===== src/hdl/vtpd_fifo.sv =====
// ----------------------------------------------------------------------------
// vtpd_fifo
// Register FIFO with first-word fall-through and an occupancy count.
// ----------------------------------------------------------------------------
module vtpd_fifo #(
	parameter int unsigned DEPTH = 8,
	parameter int unsigned WIDTH = 8
) (
	input  logic                       clk,
	input  logic                       arst_n,
	input  logic                       wr_en,
	input  logic [WIDTH-1:0]           wr_data,
	input  logic                       rd_en,
	output logic [WIDTH-1:0]           rd_data,
	output logic                       empty,
	output logic [$clog2(DEPTH+1)-1:0] count
);
	localparam int unsigned PTR_W = (DEPTH > 1) ? $clog2(DEPTH) : 1;
	localparam int unsigned CNT_W = $clog2(DEPTH+1);

	logic [WIDTH-1:0] mem_q [DEPTH];
	logic [PTR_W-1:0] wr_ptr_q, rd_ptr_q;
	logic [CNT_W-1:0] cnt_q;

	function automatic logic [PTR_W-1:0] nxt(input logic [PTR_W-1:0] p);
		return (p == PTR_W'(DEPTH-1)) ? '0 : p + PTR_W'(1);
	endfunction

	always_ff @(posedge clk) begin
		if (wr_en) begin
			mem_q[wr_ptr_q] <= wr_data;
		end
	end

	always_ff @(posedge clk or negedge arst_n) begin
		if (!arst_n) begin
			wr_ptr_q <= '0;
			rd_ptr_q <= '0;
			cnt_q    <= '0;
		end else begin
			if (wr_en) begin
				wr_ptr_q <= nxt(wr_ptr_q);
			end
			if (rd_en) begin
				rd_ptr_q <= nxt(rd_ptr_q);
			end
			if (wr_en && !rd_en) begin
				cnt_q <= cnt_q + CNT_W'(1);
			end else if (rd_en && !wr_en) begin
				cnt_q <= cnt_q - CNT_W'(1);
			end
		end
	end

	assign rd_data = mem_q[rd_ptr_q];
	assign empty   = (cnt_q == '0);
	assign count   = cnt_q;

endmodule


===== config.mk =====
export PLATFORM = sky130hd
export DESIGN_NAME = vtpd_fifo
export DESIGN_NICKNAME = d
export VERILOG_FILES = /design/src/hdl/vtpd_fifo.sv
export SDC_FILE = /design/constraint.sdc
export NUM_CORES = 1
export LEC_CHECK = 0
export ABC_AREA = 1
export BUFFER_PORTS_ARGS = -buffer_cell sky130_fd_sc_hd__buf_4
export CORE_ASPECT_RATIO = 0.8
export CORE_MARGIN = 5
export CORE_UTILIZATION = 53
export DETAILED_ROUTE_END_ITERATION = 10
export GPL_TIMING_DRIVEN = 0
export PLACE_DENSITY = 0.75
export SYNTH_ARGS = -nofsm -noshare
export SYNTH_HDL_FRONTEND = slang
export SYNTH_SLANG_ARGS = --single-unit

===== constraint.sdc =====
create_clock -name clk -period 1.35 [get_ports clk]
set_input_delay 0.27 -clock clk [delete_from_list [all_inputs] [get_ports clk]]
set_output_delay 0.27 -clock clk [all_outputs]
set_load 0.1 [all_outputs]

* Yosys cells after proc, flatten, opt, wreduce, memory -nomap -nowiden
Memory sizes are Yosys's and may differ from the RTL's.
Index checks and enable logic that the tools add are counted.
** Storage, ports and cells
- Bits in registers :: 10
- Memory bits (writable) :: 64
- Input port bits :: 12
- Output and inout bits :: 13
- Word-level logic and storage cells :: 22
- Memories :: 1
** Memories
- mem_q :: depth 8, width 8, rd ports 1, clocked after memory_dff 0, wr ports 1, line 21 : logic [WIDTH-1:0] mem_q [DEPTH];
** Cells by class
- Add/sub/neg operators :: 4
- Equal/unequal tests :: 2
- Mux-type cells :: 6
- Reductions and logical operators :: 6
** Operators by type and width (count)
- 4-bit 2-to-1 mux :: 2
- 3-bit by 1-bit adder with 3-bit output (second input constant) :: 2
- 3-bit equality test (second input constant) :: 2
- 3-bit 2-to-1 mux :: 2
- 4-bit by 1-bit adder with 4-bit output (second input constant) :: 1
- 4-bit logical NOT :: 1
- 4-bit by 1-bit subtractor with 4-bit output (second input constant) :: 1
- 1-bit logical AND :: 2
- 1-bit logical NOT :: 2
- 1-bit 2-to-1 mux :: 2
- 2-bit nonzero test :: 1

* Longest topological paths before layout
- Depth in word-level cells :: 4
- Gate-level depth with buffers :: 10
- Mapped depth without buffers :: 10

* Worst setup path after synthesis
Ideal clock, no wire load.
- Kind :: flip-flop to output port
- Start :: register cnt_q[0], in the netlist count[0]
- End :: output empty
- Arrival :: 3848 ps
- Required time :: 1080 ps
- Setup slack :: -2768 ps
- Cell stages (with the launch flop) :: 2
- Path buffers :: 0
- Cell sequence :: dfrtp_1 > nor4_1
** On the way
- Word-level cells in the longest chain between the ends :: 1
** Ends and longest elaborated chain
- start, declared :: line 23 : logic [CNT_W-1:0] cnt_q;
- start signal, assigned :: line 48 : cnt_q <= cnt_q + CNT_W'(1);
- start signal, assigned :: line 50 : cnt_q <= cnt_q - CNT_W'(1);
- 4-bit logical NOT :: line 56 : assign empty = (cnt_q == '0);
- end, declared :: line 15 : output logic empty,
Every way passes these cells.

* Final worst setup path
- Start :: register rd_ptr_q[0]
- End :: output rd_data[0]
** On the way
- Word-level cells in the longest chain between the ends :: 1
** Ends and longest elaborated chain
- start, declared :: line 22 : logic [PTR_W-1:0] wr_ptr_q, rd_ptr_q;
- start signal, assigned :: line 45 : rd_ptr_q <= nxt(rd_ptr_q);
- memory 8 x 8 bit
- end, declared :: line 14 : output logic [WIDTH-1:0] rd_data,
Every way passes these cells.

==> results.md <==
- The first-pass GRT wire length is roughly 12000 microns.
- After clock tree synthesis, the clock-pin slew on the worst setup and hold paths is approximately 80 ps.
- The critical path starts at rd_ptr_q[0].
- At the end of routability-driven placement, the weighted congestion stood at around 0.81.
- The count of nets left with antenna violations after detail routing is 0.
- After synthesis, the cell types taking the most area are edfxtp_1 61%, nand2_1 13%, dfrtp_1 7.9%, o21ai_0 4.3%, nor2_1 3.0%.
- The worst min-delay path category is in -> reg.
- The top-level port count is 25.
- The routed wire length is slightly above 8000 microns.
- The count of endpoints failing setup in the final report is 22.
- After detailed routing, the number of remaining DRC violations is 0.
- In the final layout, flip-flops and latches occupy approximately 0.0022 sq mm.
- For the pin with the worst max-slew slack, the measured transition is 409 ps.
- The worst setup path is launched from a flop.
- The average wire length per cell after detail routing is around 19 microns.
- The maximum buffer depth of the clock tree is 2.
- In the global route stage, overall resource usage came out at around a fifth.
- The final reports fail on setup timing.
- The number of global-route vias before repair is 2216.
- The floorplan step set the die width to 96.5 microns.
- Setup repair after global routing could not meet its margin everywhere.
- The flow ran to the end, but the final reports show violations.
- In this run, synthesis produced a sequential element count of 74.
- The total standard cell area after synthesis is 0.00317 sq mm.
- Sequential elements use about two thirds of the synthesized area.
- The clock tree synthesis step divided the H-tree into 3 levels.
- The repair_antennas step left the layout with diodes totalling 0.
- In the layout the commonest cells are 64 x edfxtp_1, 60 x nand2_1, 43 x nand2_2.
- The number of distinct library cells after synthesis is 20.
- The initial DRC count is roughly 270.
- The total number of vias is between 2000 and 2500.
- The post-synthesis net count is around 310.
- The critical path is of the reg -> out type.
- The number of hold violations in the final report is 0.
- At the worst endpoint, the required time is 1080 ps.
- The site row count is 25.
- The floorplan step defined a die boundary enclosing 0.00764 sq mm.
- Cells with a size suffix above 1 make up between 40 and 50% of the layout.
- The floorplan step set the die height to between 70 and 80 microns.
- After detailed placement, the total cell area comes to approximately 0.0037 sq mm.
- The cell depth of the worst flop-to-flop path is 8.
- Headroom to the max-slew limit came out at 72.6%.
- Summing all multi-input logic gate instances after layout gives 0.00127 sq mm.
- The cell taking the most area after synthesis is edfxtp_1.
- After routing the design area is ~0.0045 sq mm.
- TritonCTS built the clock tree.
- The tree is rooted in a clkbuf_8.
- STA classifies the critical path endpoint as an output pin.
- The endpoint identified for the worst register-to-register timing path is count[3].
- The fill cell instance count of the final layout is 348.
- Detailed placement ended at an HPWL of approximately 4600 microns.
- Setup slack on the critical path of the routed design comes to -691 ps.
- The top achievable clock speed is 490 MHz.
- At the later pin of the worst-skew pair, clock insertion delay measures around 350 ps.
- The most critical setup path has its endpoint at rd_data[0].
- Counting flops with an async set or reset pin after synthesis yields a share of around 14%.
- The number of antenna violations at the first check in global routing came to 0.
- The endpoint arrival time on the critical path is around 1800 ps.
- Entering global routing, the biggest net connects 15 pins.
- Dividing the synthesized area by the synthesized cell count gives 10.9 sq um.
- Along the worst path, the maximum fanout reaches 6.
- The most frequent standard cell in the layout excluding fill and tap cells is edfxtp_1.
- The placeable core region is 0.00585 sq mm.
- For this run, the detailed router's first-pass iteration total came to 4.
- Across the run, the number of max-cap violations was 0.
- The leftover overflow at the end of global routing is 0.
- Buffers placed on the I/O ports in this run total 24.
- The area growth from synthesis to layout is 41.0%.
- The register-to-register path setup slack is -190 ps.
- The total count of max-transition violations in the final report came to 0.
- Dividing the detail-routed via count by the number of cells gives between 5 and 6.
- Across the routed clock network, the largest skew measured is around 10 ps.
- The number of clock sinks is 74.
- Synthesis handed over a netlist of just under 300 instances.
- The starting density of the core is a little over half.
- The origin of the critical flop-to-flop path is count[2].
- Counting I/O delays and the setup requirement, the final critical path takes slightly above 2000 ps.
- In the final design database the tool counted 368 nets.
- TritonCTS created 9 clock buffers.
- The count of warnings emitted by yosys is 0.
- The leading register cell type out of synthesis is edfxtp_1.
- Of the post-synthesis cell area, the dominant cell type holds between 60% and 70%.
- The number of enable flip-flop cells after synthesis is between 60 and 70.
- The portion of the clock cycle consumed by the worst path in the final layout is 151%.
## per-layer routing
metal  track usage [%]  vias to the layer above  wire length [microns]
met3              6.06                        9                    738
met2              30.9                      133                   3930
li1                  -                     1097                      -
met5                 0                        -                      0
met4              5.46                        0                     78
met1              31.0                     1136                   3440
## worst max-delay path, cell delays in order (launching register included)
cell and delay (ps):
dfrtp_2 480, clkinv_4 130, buf_4 160, nand2_1 90, nand2_2 80, nand2_2 80, o21ai_2 60, nand2_2 120
nand2_8 60, buf_12 160
## synth_stat cells, types with 3 or more instances
cell type  count
nand2_1      111
edfxtp_1      64
o21ai_0       27
nor2_1        25
o21ai_1       12
dfrtp_1       10
inv_1         10
ha_1           7
nand3_1        6
buf_2          4
buf_6          3
## layout make-up
cell class | count | share of cell area, %
Buffer | 10 | 2.24
Clock buffer | 9 | 2.77
Clock inverter | 7 | 1.68
Inverter | 13 | 1.43
Multi-Input combinational cell | 194 | 28.3
Sequential cell | 74 | 48.9
Tap cell | 81 | 2.26
Timing Repair Buffer | 46 | 12.4
## through the flow
stage | util [%] | hold slack (ps) | std cells | setup slack [ps] | setup TNS [ps]
after global placement | 62.6 | 106 | 396 | -489 | -15070
after floorplan | - | -25.6 | 291 | -686 | -1650
after global routing | 76.5 | 148 | 434 | -793 | -7060
final | 76.5 | 168 | 434 | -691 | -6080
after detailed placement | 62.6 | 109 | 396 | -507 | -17580
after CTS | 73.4 | 142 | 429 | -636 | -5610
## how the worst min path moves through the flow
stage                        endpoint       start  cells past startpoint  slack (ps)
after detailed placement  wr_ptr_q[1]      arst_n                      1         110
after floorplan           rd_ptr_q[0]      arst_n                      0         -30
after CTS                 rd_ptr_q[1]       rd_en                      2         140
after global placement    wr_ptr_q[2]      arst_n                      1         110
after global routing      mem_q[6][7]  wr_data[7]                      1         150
final                     mem_q[2][6]  wr_data[6]                      1         170
## sequential cells by signal, summed over array words and instances (netlist names)
signal / count
count: 4
mem_q: 64
rd_ptr_q: 3
wr_ptr_q: 3
## logic make-up after synthesis
kind of cell,count (synthesis),synth area share (%)
AO/OA/AOI/OAI,40,6.31
XOR/XNOR,2,0.552
adder cells (fa/ha/maj),8,3.39
buffers and inverters,23,3.86
flip-flops,74,68.5
AND/OR/NAND/NOR,144,17.4
## what timing repair did
action / CTS / global route
gates cloned: 2 / 0
setup endpoints to repair: 78 / 34
pin swaps: 9 / 13
gates resized for setup: 83 / 43
buffers inserted: 14 / 6
hold buffers: 1 / 0
hold endpoints to repair: 10 / 0
Power is left out: the tool's default activity adds up to more than one toggle a clock period on the data nets, which glitch-free logic cannot reach.
